## src/sv/hbsd_pkg.sv

```systemverilog
// ----------------------------------------------------------------------------
// hbsd_pkg
// shared types, constants and helpers for the bit-serial huffman decoder
// ----------------------------------------------------------------------------
package hbsd_pkg;

    localparam int MAX_CODE_LEN = 12;
    localparam int LEN_W        = $clog2(MAX_CODE_LEN + 1);
    localparam int STORE_AW     = MAX_CODE_LEN + 1;
    localparam int STORE_DEPTH  = 1 << STORE_AW;
    localparam int SYM_W        = 8;
    localparam int ENTRY_W      = SYM_W + 1;

    typedef enum logic [1:0] {
        OP_CLEAR  = 2'd0,
        OP_WRITE  = 2'd1,
        OP_DECODE = 2'd2,
        OP_END    = 2'd3
    } t_opcode;

    typedef enum logic [1:0] {
        S_CLEAR,
        S_IDLE,
        S_RESOLVE
    } t_state;

    typedef struct packed {
        t_opcode                   opcode;
        logic                      coded_bit;
        logic [MAX_CODE_LEN-1:0]   entry_code;
        logic [3:0]                entry_length;
        logic [SYM_W-1:0]          entry_symbol;
    } t_in_item;

    typedef struct packed {
        logic [SYM_W-1:0] decoded_symbol;
        logic             overlong;
    } t_out_item;

    typedef struct packed {
        logic take;
        logic sweep;
        logic resolve;
    } t_dp_cmd;

    typedef struct packed {
        logic sweep_done;
        logic result_pending;
        logic out_free;
    } t_dp_status;

    // a code of length len with bits code lives at (1 << len) | code
    function automatic logic [STORE_AW-1:0] table_index(
        input logic [LEN_W-1:0]        len,
        input logic [MAX_CODE_LEN-1:0] code
    );
        logic [STORE_AW-1:0] top;
        logic [STORE_AW-1:0] mask;
        top  = STORE_AW'(1) << len;
        mask = top - STORE_AW'(1);
        return top | ({1'b0, code} & mask);
    endfunction

endpackage

```

## src/sv/hbsd_ctrl.sv

```systemverilog
// ----------------------------------------------------------------------------
// hbsd_ctrl
// controller: table clearing sweep, beat acceptance and lookup resolution
// ----------------------------------------------------------------------------
module hbsd_ctrl (
    input  logic                 i_clk,
    input  logic                 i_rst_n,
    input  logic                 i_in_valid,
    input  hbsd_pkg::t_opcode    i_opcode,
    input  hbsd_pkg::t_dp_status i_status,
    output logic                 o_in_stall,
    output hbsd_pkg::t_dp_cmd    o_cmd
);

    hbsd_pkg::t_state r_state;
    hbsd_pkg::t_state n_state;

    always_ff @(posedge i_clk) begin
        if (!i_rst_n) begin
            r_state <= hbsd_pkg::S_CLEAR;
        end else begin
            r_state <= n_state;
        end
    end

    always_comb begin
        n_state = r_state;
        unique case (r_state)
            hbsd_pkg::S_CLEAR: begin
                if (i_status.sweep_done) begin
                    n_state = hbsd_pkg::S_IDLE;
                end
            end
            hbsd_pkg::S_IDLE: begin
                if (i_in_valid) begin
                    if (i_opcode == hbsd_pkg::OP_CLEAR) begin
                        n_state = hbsd_pkg::S_CLEAR;
                    end else if (i_opcode == hbsd_pkg::OP_DECODE) begin
                        n_state = hbsd_pkg::S_RESOLVE;
                    end
                end
            end
            hbsd_pkg::S_RESOLVE: begin
                if (i_status.out_free || !i_status.result_pending) begin
                    n_state = hbsd_pkg::S_IDLE;
                end
            end
            default: begin
                n_state = hbsd_pkg::S_CLEAR;
            end
        endcase
    end

    always_comb begin
        o_in_stall    = 1'b1;
        o_cmd.take    = 1'b0;
        o_cmd.sweep   = 1'b0;
        o_cmd.resolve = 1'b0;
        unique case (r_state)
            hbsd_pkg::S_CLEAR: begin
                o_cmd.sweep = 1'b1;
            end
            hbsd_pkg::S_IDLE: begin
                o_in_stall = 1'b0;
                o_cmd.take = i_in_valid;
            end
            hbsd_pkg::S_RESOLVE: begin
                o_cmd.resolve = i_status.out_free || !i_status.result_pending;
            end
            default: begin
            end
        endcase
    end

endmodule

```

## config.mk

```make
export PLATFORM = sky130hd
export DESIGN_NAME = hbsd_ctrl
export DESIGN_NICKNAME = d
export VERILOG_FILES = /design/src/sv/hbsd_pkg.sv /design/src/sv/hbsd_ctrl.sv
export SDC_FILE = /design/constraint.sdc
export NUM_CORES = 1
export LEC_CHECK = 0
export ABC_AREA = 1
export BUFFER_PORTS_ARGS = -buffer_cell sky130_fd_sc_hd__buf_2
export CORE_AREA = 2 2 39 41
export DETAILED_ROUTE_END_ITERATION = 10
export DIE_AREA = 0 0 41 43
export PLACE_DENSITY_LB_ADDON = 0.08
export SYNTH_ARGS = -nofsm -noshare
export SYNTH_HDL_FRONTEND = slang
export SYNTH_SLANG_ARGS = --single-unit
export TNS_END_PERCENT = 1
```

## constraint.sdc

```tcl
create_clock -name i_clk -period 1.1 [get_ports i_clk]
set_input_delay 0.055 -clock i_clk [delete_from_list [all_inputs] [get_ports i_clk]]
set_output_delay 0.055 -clock i_clk [all_outputs]
set_load 0.05 [all_outputs]
```

# Word level (Yosys, flattened, before mapping)
# Index checks and enable logic that the tools add are counted.
[word_totals] regBits=2 in_bits=8 out_inout_bits=4 wordCells=23
[classes] n_eq_ne=7 n_mux=10 n_reduce_logical=5
[op_table] cell="2-to-1 mux 2 bit" n=5
[op_table] cell="!= test 2 bit (second input constant)" n=3
[op_table] cell="case mux 2 bit (3 select lines)" n=1
[op_table] cell="== test 2 bit (second input constant)" n=2
[op_table] cell="logical NOT 2 bit" n=2
[op_table] cell="2-to-1 mux 1 bit" n=4
[op_table] cell="AND reduction 4 bit" n=1
[op_table] cell="!= test 3 bit (second input constant)" n=1
[op_table] cell="== test 2 x 1 -> 1 bit (second input constant)" n=1
[op_table] cell="logical NOT 1 bit" n=1
[op_table] cell="logical OR 1 bit" n=1

# Depth between registers and ports, before layout
[logic_depth] ltp_word=5 depth_mapped=6 ltp_nobuf=6

# Least setup slack after synthesis
# No wires, ideal clock.
[synth_path] path_type="register to output" from="register r_state[1]" to="output o_cmd[0] (netlist bit)" arrival_ns=1.516 t_required_ns=1.045 slack_ns=-0.471 stages_incl_launch_ff=3 path_buffers=0 path_cell_list="dfxtp_1 > inv_1 > nor3_1"
[synth_lines] element="start, declared" line="hbsd_ctrl.sv:15" text="hbsd_pkg::t_state r_state;"
[synth_lines] element="start signal, assigned" line="hbsd_ctrl.sv:20" text="r_state <= hbsd_pkg::S_CLEAR;"
[synth_lines] element="start signal, assigned" line="hbsd_ctrl.sv:22" text="r_state <= n_state;"
[synth_lines] element="end, declared" line="hbsd_ctrl.sv:12" text="output hbsd_pkg::t_dp_cmd o_cmd"

==> results.sh <==
export IMPL_clock_sinks=2
export IMPL_hold_class="input port to flop"
export IMPL_overflow=0
export IMPL_core_area_mm2=0.00138
export IMPL_p_leak_nw=0.154
export IMPL_worstPathRequired_ns=1.04
export IMPL_n_fill_cell=168
export IMPL_grt_usage=0.0581
export IMPL_ys_seq_area_frac=0.244
export IMPL_clk_latency_ns=0.22
export IMPL_grt_pass1_vias=175
export IMPL_top_regs="r_state x2"
export IMPL_drtPass1Iterations=4
export IMPL_utilization=0.216
export IMPL_clockBufferDepth=2
export IMPL_io_pins=12
export IMPL_peakVddDrop_mv=0.697
export IMPL_violations="setup timing"
export IMPL_routed_via_density=3.29
export IMPL_hold_viol_final=0
export IMPL_p_sw_mw=0.362
export IMPL_diodes=0
export IMPL_rows=14
export IMPL_p_sw_frac=0.505
export IMPL_powerDensity_mw_per_mm2=2400
export IMPL_cap_violations=0
export IMPL_cts_root_buf="clkbuf_4"
export IMPL_cts_tree="built"
export IMPL_initial_core_util=0.118
export IMPL_syn_inst=28
export IMPL_fmax_mhz=904
export IMPL_drv_slew=0
export IMPL_syn_area_um2=164
export IMPL_numCtsBuffers=3
export IMPL_p_comb_frac=0.561
export IMPL_die_w_um=41
export IMPL_yosysWarnings=0
export IMPL_setup_tns_ns=-0.00670
export IMPL_slew_headroom=0.836
export IMPL_path_clk_slew_ns=0.03
export IMPL_post_cts_setup_buffers=0
export IMPL_die_area_mm2=0.00176
export IMPL_clockPowerShare=0.225
export IMPL_crit_path_start_kind="flop"
export IMPL_layout_nets=52
export IMPL_drive_gt1_frac=0.619
export IMPL_grt_pass1_wl_um=669
export IMPL_crit_arrival_ns=1.05
export IMPL_crit_type="flop to primary output"
export IMPL_seqPwrFrac=0.214
export IMPL_io_buffers=11
export IMPL_ant_nets=0
export IMPL_wl_per_cell_um=7.48
export IMPL_finalPower_mw=0.717
export IMPL_drc=0
export IMPL_multi_input_area_um2=113
export IMPL_clock_skew_ns=0.000425
export IMPL_period_minus_slack_ns=1.11
export IMPL_antenna_found_initial=0
export IMPL_syn_nets=36
export IMPL_cp_max_fo=5
export IMPL_largest_reg_flops=2
export IMPL_top_register="r_state"
export IMPL_power_internal_mw=0.355
export IMPL_synth_distinct_cells=12
export IMPL_gp_congestion=0.773
export IMPL_netlist_top_cells_area="dfxtp_1 (24%), nor2_1 (16%), inv_1 (11%)"
export IMPL_areaGrowthSynthToFinish_pct=82.4
export IMPL_vias=191
export IMPL_outcome="finished with violations"
export IMPL_yosys_area_top_type="dfxtp_1"
export IMPL_grt_max_degree=6
export IMPL_wl_um=434
export IMPL_endpoint_kind="primary output"
export IMPL_tightest_slew_ns=0.248
export IMPL_finalWorstSetupSlack_ns=-0.00670
export IMPL_ys_ff_latch=2
export IMPL_regArea_um2=47.5
export IMPL_setup_viol=1
export IMPL_grt_setup_unrepaired="yes"
export IMPL_place_detailed_hpwl_um=362
export IMPL_drt_iter0_drc=2
export IMPL_synth_avg_cell_area_um2=5.85
export IMPL_synth_top_area_frac=0.244
export IMPL_die_y_um=43
export IMPL_h_tree_depth=1
export IMPL_min_period_over_period=1.01
cells by family (layout without fill, tap and decap cells):
kind of cell,count (synthesis),after routing,synth area share
AO/OA/AOI/OAI,1,1,0.0534
buffers and inverters,7,21,0.160
flip-flops,2,2,0.244
AND/OR/NAND/NOR,18,18,0.542
power by group through the flow:
stage	registers [mW]	clock network (mW)	logic [mW]
final	0.153	0.162	0.402
after global routing	0.158	0.184	0.435
after CTS	0.156	0.178	0.408
after detailed placement	0.141	0	0.386
after global placement	0.139	0	0.386
after floorplan	0.132	0	0.315
timing repair:
item | CTS | global route
setup endpoints to repair | 3 | 3
resized for setup | 9 | 0
hold buffers | 0 | 0
endpoints found under the hold margin | 0 | 0
gates cloned | 0 | 0
routing by layer:
layer / part of all wire / GRT usage / wire length, um / vias to the layer above
li1: - / - / - / 110
met1: 0.41 / 0.0732 / 177 / 76
met2: 0.55 / 0.0813 / 239 / 5
met3: 0.039 / 0 / 17 / 0
met4: 0 / 0.0600 / 0 / 0
met5: 0 / 0 / 0 / -
layout by cell type, fill, tap and decap left out, drive strengths merged:
cell type	n
nand3	2
dfxtp	2
inv	7
buf	11
nand2	6
a21oi	1
nor3	1
nor2	9
clkbuf	3
Yosys cell counts:
| master | count |
|---|---|
| nor3_1 | 1 |
| nand2_1 | 5 |
| nor2_4 | 1 |
| inv_2 | 2 |
| inv_1 | 5 |
| a21oi_2 | 1 |
| nand3_1 | 1 |
| nand2_2 | 1 |
| nand3_2 | 1 |
| nor2_2 | 1 |
| dfxtp_1 | 2 |
| nor2_1 | 7 |
critical path: stages, from the launching register on:
cell and delay, ns:
dfxtp_4 0.38, inv_4 0.05, nor2_4 0.09, inv_2 0.05, nor2_2 0.09, buf_6 0.16
worst paths after layout:
check,startpoint,to,slack (ns),cells after the start
worst max-delay path,r_state[0]$_SDFFE_PN0P_,o_cmd[2],-0.007,5
worst min-delay path,i_rst_n,r_state[0]$_SDFFE_PN0P_,0.08,3
worst max register to register,r_state[0]$_SDFFE_PN0P_,r_state[1]$_SDFFE_PN0P_,0.21,6
worst min register to register,r_state[0]$_SDFFE_PN0P_,r_state[0]$_SDFFE_PN0P_,0.52,2
final cells by class:
class,instances,area share
clock buffer,3,0.0753
inverter,7,0.0962
multi-input combinational,19,0.377
sequential,2,0.159
tap,16,0.0669
timing repair buffer,11,0.226
metrics by stage:
stage	setup slack [ns]	area [um2]	hold slack (ns)	cells
finish	-0.00670	299	0.0801	58
global route	-0.0538	299	0.0974	58
CTS	-0.0295	299	0.0682	58
detailed placement	-0.00178	254	0.318	55
global placement	0.0168	254	0.318	55
floorplan	-0.144	179	0.191	28
Note: power is estimated with default switching activity, not from simulation.
